==> src/hw/rtl/array_bound_expression_folder_top_assert.svh <==
// Assertion macros for the array bound expression folder.
// Each macro expects clk and rst_n in scope.
`ifndef ARRAY_BOUND_EXPRESSION_FOLDER_TOP_ASSERT_SVH
`define ARRAY_BOUND_EXPRESSION_FOLDER_TOP_ASSERT_SVH
`ifndef SYNTHESIS
`define ABEF_ASSERT_NOW(label, ante, cons, msg) \
    label: assert property (@(posedge clk) disable iff (!rst_n) (ante) |-> (cons)) \
        else $error(msg);
`define ABEF_ASSERT_NEXT(label, ante, cons, msg) \
    label: assert property (@(posedge clk) disable iff (!rst_n) (ante) |=> (cons)) \
        else $error(msg);
`else
`define ABEF_ASSERT_NOW(label, ante, cons, msg)
`define ABEF_ASSERT_NEXT(label, ante, cons, msg)
`endif
`endif

==> src/hw/rtl/abef_pkg.sv <==
`default_nettype none
package abef_pkg;

    localparam int DATA_W  = 64;
    localparam int BOUND_W = 63;
    localparam int ITER_N  = DATA_W;
    localparam int CNT_W   = $clog2(ITER_N);

    // command codes
    localparam logic [1:0] CMD_NUMBER   = 2'd0;
    localparam logic [1:0] CMD_OPERATOR = 2'd1;
    localparam logic [1:0] CMD_END      = 2'd2;

    // operator codes
    localparam logic [1:0] OP_PLUS   = 2'd0;
    localparam logic [1:0] OP_MINUS  = 2'd1;
    localparam logic [1:0] OP_TIMES  = 2'd2;
    localparam logic [1:0] OP_DIVIDE = 2'd3;

    typedef enum logic [1:0] {
        ST_IDLE,
        ST_ITER,
        ST_WRAP
    } state_t;

    // controller -> datapath
    typedef struct packed {
        logic take;   // item beat accepted
        logic step;   // one radix-2 iteration
        logic wrap;   // write back multiply/divide result
    } ctl_t;

    // datapath -> controller
    typedef struct packed {
        logic need_iter;  // offered number needs the iterative unit
        logic iter_last;  // final iteration this cycle
        logic out_full;   // result register occupied
    } sts_t;

endpackage
`default_nettype wire

==> src/hw/rtl/abef_ctrl.sv <==
`default_nettype none
module abef_ctrl (
    input  wire logic          clk,
    input  wire logic          rst_n,
    input  wire logic          item_valid,
    input  wire logic [1:0]    command,
    input  wire abef_pkg::sts_t sts,
    output logic               item_stall,
    output abef_pkg::ctl_t     ctl
);
    import abef_pkg::*;

    state_t state_reg, state_next;

    always_ff @(posedge clk or negedge rst_n)
    begin
        if (!rst_n)
        begin
            state_reg <= ST_IDLE;
        end
        else
        begin
            state_reg <= state_next;
        end
    end

    always_comb
    begin
        state_next = state_reg;
        ctl        = '0;
        item_stall = 1'b1;
        case (state_reg)
            ST_IDLE:
            begin
                // end beats wait for a free result register
                item_stall = (command == CMD_END) && sts.out_full;
                ctl.take   = item_valid && !item_stall;
                if (ctl.take && sts.need_iter)
                begin
                    state_next = ST_ITER;
                end
            end
            ST_ITER:
            begin
                ctl.step = 1'b1;
                if (sts.iter_last)
                begin
                    state_next = ST_WRAP;
                end
            end
            ST_WRAP:
            begin
                ctl.wrap   = 1'b1;
                state_next = ST_IDLE;
            end
            default:
            begin
                state_next = ST_IDLE;
            end
        endcase
    end

endmodule
`default_nettype wire

==> src/hw/rtl/abef_dp.sv <==
`default_nettype none
module abef_dp (
    input  wire logic                          clk,
    input  wire logic                          rst_n,
    input  wire abef_pkg::ctl_t                ctl,
    input  wire logic [1:0]                    command,
    input  wire logic [abef_pkg::DATA_W-1:0]   number_value,
    input  wire logic [1:0]                    operator_code,
    input  wire logic                          result_stall,
    output abef_pkg::sts_t                     sts,
    output logic                               result_valid,
    output logic [abef_pkg::BOUND_W-1:0]       bound_length,
    output logic                               overflow_error
);
    import abef_pkg::*;

    localparam logic [DATA_W+1:0] MAG_LIMIT = (DATA_W+2)'(1) << (DATA_W-1);

    // fold state
    logic [DATA_W-1:0]  sum_reg, sum_next;
    logic [DATA_W-1:0]  term_reg, term_next;
    logic [1:0]         op_reg, op_next;
    logic               seen_reg, seen_next;
    logic               err_reg, err_next;

    // iterative unit
    logic [DATA_W:0]    acc_reg, acc_next;     // product or remainder
    logic [DATA_W-1:0]  shreg_reg, shreg_next; // multiplier bits or dividend/quotient
    logic [DATA_W-1:0]  opnd_reg, opnd_next;   // |term| or divisor
    logic [CNT_W-1:0]   cnt_reg, cnt_next;
    logic               div_reg, div_next;
    logic               neg_reg, neg_next;
    logic               big_reg, big_next;     // sticky product overflow

    // result register
    logic               rv_reg, rv_next;
    logic [BOUND_W-1:0] bound_reg, bound_next;
    logic               oerr_reg, oerr_next;

    logic [DATA_W-1:0]  sum_add;
    logic               add_ovf;
    logic [DATA_W-1:0]  term_mag;
    logic [DATA_W-1:0]  num_neg;
    logic               num_live;
    logic [DATA_W+1:0]  mul_t;
    logic [DATA_W:0]    rem_t;
    logic [DATA_W:0]    rem_d;
    logic               rem_ge;

    assign sum_add  = sum_reg + term_reg;
    assign add_ovf  = (sum_reg[DATA_W-1] == term_reg[DATA_W-1]) &&
                      (sum_add[DATA_W-1] != sum_reg[DATA_W-1]);
    assign term_mag = term_reg[DATA_W-1] ? (~term_reg + DATA_W'(1)) : term_reg;
    assign num_neg  = ~number_value + DATA_W'(1);
    assign num_live = !err_reg && (number_value != '0) && !number_value[DATA_W-1];

    assign mul_t  = {acc_reg, 1'b0} + {2'b00, opnd_reg};
    assign rem_t  = {acc_reg[DATA_W-1:0], shreg_reg[DATA_W-1]};
    assign rem_d  = rem_t - {1'b0, opnd_reg};
    assign rem_ge = rem_t >= {1'b0, opnd_reg};

    always_comb
    begin
        sts.need_iter = (command == CMD_NUMBER) && num_live && seen_reg &&
                        ((op_reg == OP_TIMES) || (op_reg == OP_DIVIDE));
        sts.iter_last = cnt_reg == CNT_W'(ITER_N - 1);
        sts.out_full  = rv_reg;
    end

    always_comb
    begin
        sum_next   = sum_reg;
        term_next  = term_reg;
        op_next    = op_reg;
        seen_next  = seen_reg;
        err_next   = err_reg;
        acc_next   = acc_reg;
        shreg_next = shreg_reg;
        opnd_next  = opnd_reg;
        cnt_next   = cnt_reg;
        div_next   = div_reg;
        neg_next   = neg_reg;
        big_next   = big_reg;
        rv_next    = rv_reg && result_stall;
        bound_next = bound_reg;
        oerr_next  = oerr_reg;

        if (ctl.take)
        begin
            case (command)
                CMD_NUMBER:
                begin
                    if (!err_reg && (number_value != '0))
                    begin
                        if (number_value[DATA_W-1])
                        begin
                            err_next = 1'b1;
                        end
                        else if (!seen_reg)
                        begin
                            term_next = number_value;
                            seen_next = 1'b1;
                        end
                        else if ((op_reg == OP_TIMES) || (op_reg == OP_DIVIDE))
                        begin
                            div_next  = op_reg == OP_DIVIDE;
                            neg_next  = term_reg[DATA_W-1];
                            big_next  = 1'b0;
                            acc_next  = '0;
                            cnt_next  = '0;
                            if (op_reg == OP_DIVIDE)
                            begin
                                shreg_next = term_mag;
                                opnd_next  = number_value;
                            end
                            else
                            begin
                                shreg_next = number_value;
                                opnd_next  = term_mag;
                            end
                        end
                        else if (add_ovf)
                        begin
                            err_next = 1'b1;
                        end
                        else
                        begin
                            sum_next  = sum_add;
                            term_next = (op_reg == OP_MINUS) ? num_neg : number_value;
                        end
                    end
                end
                CMD_OPERATOR:
                begin
                    op_next = operator_code;
                end
                CMD_END:
                begin
                    rv_next = 1'b1;
                    if (err_reg || (seen_reg && add_ovf))
                    begin
                        bound_next = '0;
                        oerr_next  = 1'b1;
                    end
                    else
                    begin
                        oerr_next  = 1'b0;
                        bound_next = (seen_reg && !sum_add[DATA_W-1]) ?
                                     sum_add[BOUND_W-1:0] : '0;
                    end
                    sum_next  = '0;
                    term_next = '0;
                    op_next   = OP_PLUS;
                    seen_next = 1'b0;
                    err_next  = 1'b0;
                end
                default:
                begin
                end
            endcase
        end

        if (ctl.step)
        begin
            cnt_next = cnt_reg + CNT_W'(1);
            if (div_reg)
            begin
                acc_next   = rem_ge ? rem_d : rem_t;
                shreg_next = {shreg_reg[DATA_W-2:0], rem_ge};
            end
            else
            begin
                shreg_next = {shreg_reg[DATA_W-2:0], 1'b0};
                if (!big_reg)
                begin
                    // MSB-first shift-add; once past 2^63 the product only grows
                    acc_next = shreg_reg[DATA_W-1] ? mul_t[DATA_W:0]
                                                   : {acc_reg[DATA_W-1:0], 1'b0};
                    if (shreg_reg[DATA_W-1] && (mul_t > MAG_LIMIT))
                    begin
                        big_next = 1'b1;
                    end
                    else if (!shreg_reg[DATA_W-1] && ({acc_reg, 1'b0} > MAG_LIMIT))
                    begin
                        big_next = 1'b1;
                    end
                end
            end
        end

        if (ctl.wrap)
        begin
            if (div_reg)
            begin
                term_next = neg_reg ? (~shreg_reg + DATA_W'(1)) : shreg_reg;
            end
            else if (big_reg || acc_reg[DATA_W] || (!neg_reg && acc_reg[DATA_W-1]))
            begin
                err_next = 1'b1;
            end
            else
            begin
                term_next = neg_reg ? (~acc_reg[DATA_W-1:0] + DATA_W'(1))
                                    : acc_reg[DATA_W-1:0];
            end
        end
    end

    always_ff @(posedge clk or negedge rst_n)
    begin
        if (!rst_n)
        begin
            sum_reg  <= '0;
            term_reg <= '0;
            op_reg   <= OP_PLUS;
            seen_reg <= 1'b0;
            err_reg  <= 1'b0;
            rv_reg   <= 1'b0;
        end
        else
        begin
            sum_reg  <= sum_next;
            term_reg <= term_next;
            op_reg   <= op_next;
            seen_reg <= seen_next;
            err_reg  <= err_next;
            rv_reg   <= rv_next;
        end
    end

    always_ff @(posedge clk)
    begin
        acc_reg   <= acc_next;
        shreg_reg <= shreg_next;
        opnd_reg  <= opnd_next;
        cnt_reg   <= cnt_next;
        div_reg   <= div_next;
        neg_reg   <= neg_next;
        big_reg   <= big_next;
        bound_reg <= bound_next;
        oerr_reg  <= oerr_next;
    end

    assign result_valid   = rv_reg;
    assign bound_length   = bound_reg;
    assign overflow_error = oerr_reg;

endmodule
`default_nettype wire

==> src/hw/rtl/array_bound_expression_folder_top.sv <==
// Array bound expression folder.
// Input channel (item_valid / item_stall): one token per beat on command,
// number_value and operator_code: a number, an operator, or end of bound.
// Output channel (result_valid / result_stall): one beat per end token,
// carrying bound_length and overflow_error.
// Handling per input beat:
//   operator, end, and numbers that set the term or fold by plus/minus: done on acceptance.
//   numbers folded by times or divide: a load, 64 radix-2 iterations of the
//   shared shift-add / restoring-divide unit, then a write-back.
// The 64 iterations of that single unit set the worst-case rate.
// An end beat's result appears on the output in the cycle after acceptance.
// The result sits in an output register: while the receiver stalls, later
// tokens are still accepted; only the next end beat is stalled until the
// pending result is taken.
// Reset (rst_n low, asynchronous) clears the fold state (sum, term,
// pending operator plus, flags) and empties the output register.
`default_nettype none
`include "array_bound_expression_folder_top_assert.svh"
module array_bound_expression_folder_top (
    input  wire logic                          clk,
    input  wire logic                          rst_n,
    input  wire logic                          item_valid,
    output logic                               item_stall,
    input  wire logic [1:0]                    command,
    input  wire logic [abef_pkg::DATA_W-1:0]   number_value,
    input  wire logic [1:0]                    operator_code,
    output logic                               result_valid,
    input  wire logic                          result_stall,
    output logic [abef_pkg::BOUND_W-1:0]       bound_length,
    output logic                               overflow_error
);
    import abef_pkg::*;

    ctl_t ctl;   // sequencer commands
    sts_t sts;   // datapath status

    abef_ctrl u_ctrl (
        .clk        (clk),
        .rst_n      (rst_n),
        .item_valid (item_valid),
        .command    (command),
        .sts        (sts),
        .item_stall (item_stall),
        .ctl        (ctl)
    );

    abef_dp u_dp (
        .clk            (clk),
        .rst_n          (rst_n),
        .ctl            (ctl),
        .command        (command),
        .number_value   (number_value),
        .operator_code  (operator_code),
        .result_stall   (result_stall),
        .sts            (sts),
        .result_valid   (result_valid),
        .bound_length   (bound_length),
        .overflow_error (overflow_error)
    );

    // an error result never carries a bound
    `ABEF_ASSERT_NOW(a_err_zero_bound, result_valid && overflow_error, bound_length == '0, "error result with nonzero bound")
    // no beat is taken while the iterative unit runs
    `ABEF_ASSERT_NOW(a_busy_stalls, ctl.step || ctl.wrap, item_stall, "input accepted while busy")
    // a times/divide number launches the iterative unit next cycle
    `ABEF_ASSERT_NEXT(a_launch, ctl.take && sts.need_iter, ctl.step && !ctl.take, "iterative unit not started")

endmodule
`default_nettype wire
==> config.mk <==
export PLATFORM = sky130hd
export DESIGN_NAME = array_bound_expression_folder_top
export DESIGN_NICKNAME = d
export VERILOG_FILES = /design/src/hw/rtl/abef_pkg.sv /design/src/hw/rtl/abef_ctrl.sv /design/src/hw/rtl/abef_dp.sv /design/src/hw/rtl/array_bound_expression_folder_top.sv
export VERILOG_INCLUDE_DIRS = /design/src /design/src/hw/rtl
export SDC_FILE = /design/constraint.sdc
export NUM_CORES = 2
export LEC_CHECK = 0
export BUFFER_PORTS_ARGS = -buffer_cell sky130_fd_sc_hd__buf_2
export CAP_MARGIN = 20
export CORE_MARGIN = 2
export CORE_UTILIZATION = 40
export DETAILED_ROUTE_END_ITERATION = 6
export PLACE_DENSITY = 0.65
export REMOVE_ABC_BUFFERS = 1
export SKIP_CTS_REPAIR_TIMING = 1
export SYNTH_ARGS = -nofsm -noshare
export SYNTH_HDL_FRONTEND = slang
export SYNTH_SLANG_ARGS = --single-unit
export TNS_END_PERCENT = 5
==> constraint.sdc <==
create_clock -name clk -period 4.35 [get_ports clk]
set_input_delay 0.6525 -clock clk [delete_from_list [all_inputs] [get_ports clk]]
set_output_delay 0.6525 -clock clk [all_outputs]
set_load 0.1 [all_outputs]
==> After elaboration in Yosys (flattened, before gate mapping) <==
Index checks and enable logic that the tools add are counted.
{ "word_totals": {"ff_bits": 401, "out_inout_bits": 66, "elab_cells": 178} }
{ "op_classes": {"order_cmp": 3, "bitwise": 6, "n_eq_ne": 18, "muxes": 83, "n_reduce_logical": 43, "n_addsub": 8} }
{ "op_table": {"columns": ["operator", "count"], "rows": [
  ["64-bit two-way mux", 26],
  ["65-bit two-way mux", 11],
  ["64-bit by 1-bit adder with 64-bit output (second input constant)", 4],
  ["64-bit NOT", 4],
  ["64-bit case mux with 2 select lines", 2],
  ["66-bit by 64-bit greater-than comparator with 1-bit output (second input constant)", 2],
  ["66-bit by 64-bit adder with 66-bit output", 1],
  ["65-bit by 64-bit greater-or-equal comparator with 1-bit output", 1],
  ["65-bit by 64-bit subtractor with 65-bit output", 1],
  ["64-bit adder", 1],
  ["64-bit nonzero test", 1],
  ["63-bit two-way mux", 1],
  ["6-bit two-way mux", 7],
  ["1-bit two-way mux", 30],
  ["1-bit logical AND", 15],
  ["2-bit nonzero test", 7],
  ["6-bit AND reduction", 2],
  ["2-bit == test (second input constant)", 4],
  ["2-bit by 1-bit inequality test with 1-bit output (second input constant)", 4],
  ["2-bit inequality test (second input constant)", 4],
  ["2-bit case mux with 2 select lines", 2],
  ["7-bit AND reduction", 1],
  ["6-bit by 1-bit adder with 6-bit output (second input constant)", 1],
  ["2-bit by 1-bit == test with 1-bit output (second input constant)", 3],
  ["12 further kinds", 26]
]} }

==> Longest topological paths before layout <==
{ "depth": {"ltp_word": 13, "depth_mapped": 18, "depth_no_buf": 15} }

==> By module <==
A second synthesis with hierarchy kept.
{ "hier_totals": {"cells_unflattened": 4460, "area_unflattened_um2": 35411.5} }
{ "by_module_without_submodules": {"columns": ["module", "area_per_inst_um2", "seq_area_each_um2", "instances", "cells_each"], "rows": [
  ["abef_dp", 35297.6, 10655.2, 1, 4449],
  ["abef_ctrl", 113.9, 50.0, 1, 11]
]} }

==> Least setup slack after synthesis <==
Ideal clock, no wire load.
{ "synth_path": {"path_kind": "input port to flip-flop", "startpoint": "input number_value[26] (netlist name)", "endpoint": "register u_dp.cnt_reg[0] (enable)", "t_arrival_ns": 4.129, "setup_ns": 0.733, "t_required_ns": 3.617, "n_path_buf": 1, "path_stages": 8, "setup_slack_ns": -0.512, "path_cell_list": "or4_4 or4_1 or3_1 buf_2 nor4_4 a311oi_2 nand4_1 nand2_1"} }
{ "synth_via": {"elab_chain_len": 4} }
{ "synth_lines": {"columns": ["item", "line", "source"], "rows": [
  ["start, declared", "array_bound_expression_folder_top.sv:25", "input wire logic [abef_pkg::DATA_W-1:0] number_value,"],
  ["64-bit nonzero test", "abef_dp.sv:93", "if (!err_reg && (number_value != '0))"],
  ["1-bit logical AND", "abef_dp.sv:93", null],
  ["2-bit nonzero test (no source line)", null, null],
  ["6-bit AND reduction (no source line)", null, null],
  ["end signal, assigned", "abef_dp.sv:236", "cnt_reg <= cnt_next;"],
  ["end, declared", "abef_dp.sv:30", "logic [CNT_W-1:0] cnt_reg, cnt_next;"]
]} }
No other way between the ends.
A chain may end at the register's enable or synchronous reset.

==> Final worst setup path <==
{ "layout_path": {"startpoint": "register u_dp.opnd_reg[1]", "endpoint": "register u_dp.big_reg"} }
{ "layout_via": {"elab_chain_len": 7} }
{ "layout_lines": {"columns": ["item", "line", "source"], "rows": [
  ["start, declared", "abef_dp.sv:29", "logic [DATA_W-1:0] opnd_reg, opnd_next;"],
  ["start signal, assigned", "abef_dp.sv:235", "opnd_reg <= opnd_next;"],
  ["66-bit by 64-bit adder with 66-bit output", "abef_dp.sv:57", "assign mul_t = {acc_reg, 1'b0} + {2'b00, opnd_reg};"],
  ["66-bit by 64-bit greater-than comparator with 1-bit output", "abef_dp.sv:179", "if (shreg_reg[DATA_W-1] && (mul_t > MAG_LIMIT))"],
  ["1-bit logical AND", "abef_dp.sv:179", null],
  ["1-bit two-way mux", "abef_dp.sv:179", null],
  ["1-bit two-way mux", "abef_dp.sv:174", "if (!big_reg)"],
  ["1-bit two-way mux", "abef_dp.sv:166", "if (div_reg)"],
  ["1-bit two-way mux", "abef_dp.sv:163", "if (ctl.step)"],
  ["net u_dp.big_next", "abef_dp.sv:33", "logic big_reg, big_next;"],
  ["end signal, assigned", "abef_dp.sv:239", "big_reg <= big_next;"],
  ["end, declared", "abef_dp.sv:33", null]
]} }
The timed path passes the listed nets, and every way through them passes these cells.

==> results.cfg <==
[cts]
clk_latency_ps = 620
clkTransAtPathRegs_ps = 70
cts_buffer_depth = 3
cts_buffers = 48
cts-root-buf = clkbuf_16
clock_sinks = 401
cts_tree = built
h-tree-depth = 2

[synth]
synth_cell_types = 103
synthCells = 4319
synth.most_common_cell = nor2_1
synth_top_cell_area_share_pct = 17.1
synth_commonest_cells = 433 x nor2_1, 397 x a21oi_1, 384 x nand2_1
yosys_warnings = 0
yosysSeqAreaShare_pct = 30.5
avgSynthCellArea_um2 = 8.13
yosys.area.top_type = edfxtp_1
synth-seq-cells = 401
ys.flop_type = edfxtp_1
netlist_area_mm2 = 0.0351
synthTopCellsByArea = edfxtp_1 17%, dfrtp_1 9.6%, ha_1 7.1%
synth_edf_count = 200
async_reset_ff_share_pct = 33.7

[layout]
syn2layout_area_growth_pct = 19.7
post-route-util_pct = 48.4
final_cells = 5914
drive_gt1_share_pct = 17.6
fillCellCount = 8472
nets = 4989
largest_reg_flops = 65
final_area_mm2 = 0.0420

[worst_setup_path]
reg2reg_from = u_dp.opnd_reg[1]
startpoint = u_dp.opnd_reg[1]
critical_path_required_ps = 4830
cp-start-kind = flop
crit_path_end_kind = flop
path_class = flop to flop
worst-path-max-fanout = 3
cp.arrival_ps = 4890

[sta]
tns_ps = -59.9
fmax_mhz = 227
finClkSkew_ps = 34.7
drv_slew = 0
finalWorstSetupSlack_ps = -59.9
rsz0062_at_grt = yes
finalSetupViolations = 1
fin_hold_ws_ps = 13.4
final_hold_viol_count = 0
max_slew_margin_pct = 23.1
worst_pin_slew_ps = 1150
post-route-min-period_ps = 4410
fin_crit_sh_pct = 101

[power_and_ir_drop]
p_seq_share_pct = 20.8
pwr-share-comb_pct = 60.0
vdd_ir_drop_max_mv = 0.390
pwr-share-clk_pct = 19.2
p_sw_share_pct = 44.5
leakage_nw = 17.5
powerDensity_mw_per_mm2 = 531
internal_power_mw = 12.4
p_sw_mw = 9.92
total_power_mw = 22.3

[flow_run]
timing.max_cap.violations = 0

[detailed_routing]
routed_via_density = 5.96
postRouteAntennaNets = 0
drt_wl_total_um = 131000
drt_pass1_iterations = 6
vias = 35300
drt_iter0_markers = 3803
drcViolationCount = 0
drt-wirelength-per-cell_um = 22.2

[floorplanning]
ios = 138
core_mm2 = 0.0869
num_rows = 108
initial_utilization_pct = 40.4
die_h_um = 300
die_w_um = 300
die_area_mm2 = 0.0902

[outcome]
status = finished with violations
violations = setup timing

[placed_design]
io_buffers = 137
place_congestion = 1.00
post-dp-hpwl_um = 103000
placed_cells = 5814
dp_slack_ps = -255
postPlaceCellArea_mm2 = 0.0400

[global_routing]
antenna_found_initial = 14
grt_pass1_wl_um = 198000
grt_overflow_total = 0
grt_max_degree = 172
grt_usage_pct = 28.1
first_global_vias = 32900

[hold_path]
hp-class = input pin to asynchronous set/reset pin
## layer usage
metal / GRT usage, % / share of wire [%] / up-vias
li1: - / - / 16700
met1: 40.2 / 45 / 16800
met2: 42.7 / 43 / 1494
met3: 3.79 / 7.5 / 260
met4: 11.3 / 4.4 / 18
met5: 0 / 0.086 / -
## final timing paths
| check | endpoint | slack (ps) | cells after the start |
|---|---|---|---|
| max in group asynchronous | u_dp.sum_reg[42] | 3300 | 2 |
| worst min-delay path | u_dp.term_reg[7] | 10 | 1 |
| worst max-delay path | u_dp.big_reg | -60 | 15 |
| worst min register to register | u_dp.sum_reg[17] | 480 | 2 |
| min in group clk | u_dp.result_valid | 260 | 2 |
| worst max register to register | u_dp.big_reg | -60 | 15 |
## kinds of logic (layout without fill, tap and decap cells)
kind of cell | after synthesis | count (layout) | synth area share, %
compound gates | 1413 | 1413 | 26.4
xor+xnor | 427 | 427 | 10.7
fa+ha+maj | 201 | 201 | 7.23
buf+inv | 448 | 885 | 5.03
flops | 401 | 401 | 30.5
mux | 60 | 60 | 1.71
other cells | 0 | 3 | 0
simple gates | 1369 | 1369 | 18.5
## final cells by class
type | instances | area [um2] | share of cell area (%)
inverter | 166 | 623 | 1.48
multi-input combinational | 3470 | 23100 | 54.9
sequential | 401 | 10700 | 25.5
tap | 1155 | 1450 | 3.44
clock inverter | 34 | 363 | 0.864
antenna | 3 | 7.51 | 0.0179
clock buffer | 56 | 1270 | 3.03
timing repair buffer | 629 | 4530 | 10.8
## worst max-delay path: stages, from the launching register on
cell	delay [ps]
edfxtp_1	390
ha_4	170
fa_2	230
nand2b_1	90
a211o_1	400
a211oi_4	310
a21oi_2	130
a211oi_1	220
buf_4	160
nor2_2	50
xnor2_1	240
nor4_4	370
nand4_1	240
or4_4	550
or4_4	480
o31a_1	240
## placed cells by master (no fill, tap or decap), drive strengths merged, types with 48 or more instances in the layout
cell type / synthesis / final
o221ai: 63 / 63
a21oi: 398 / 398
buf: 65 / 629
or3: 59 / 59
o21ai: 294 / 294
nand3: 120 / 120
edfxtp: 200 / 200
xnor2: 259 / 259
a22oi: 52 / 52
xor2: 168 / 168
nor4: 48 / 48
dfxtp: 66 / 66
a21o: 71 / 71
a211oi: 60 / 60
ha: 198 / 198
mux2i: 59 / 59
nor2: 435 / 435
nand2: 386 / 386
nor3: 68 / 68
o31ai: 152 / 152
clkbuf: 217 / 56
dfrtp: 135 / 135
inv: 163 / 171
## power by group through the flow
stage / clock network (mW) / registers, mW / logic [mW]
2_1_floorplan: 0 / 4.90 / 6.83
3_3_place_gp: 0 / 4.68 / 12.7
3_5_place_dp: 0 / 4.69 / 12.6
4_1_cts: 4.33 / 4.62 / 12.7
5_1_grt: 4.45 / 4.67 / 14.2
6_report: 4.28 / 4.64 / 13.4
Note: power is estimated with default switching activity, not from simulation.
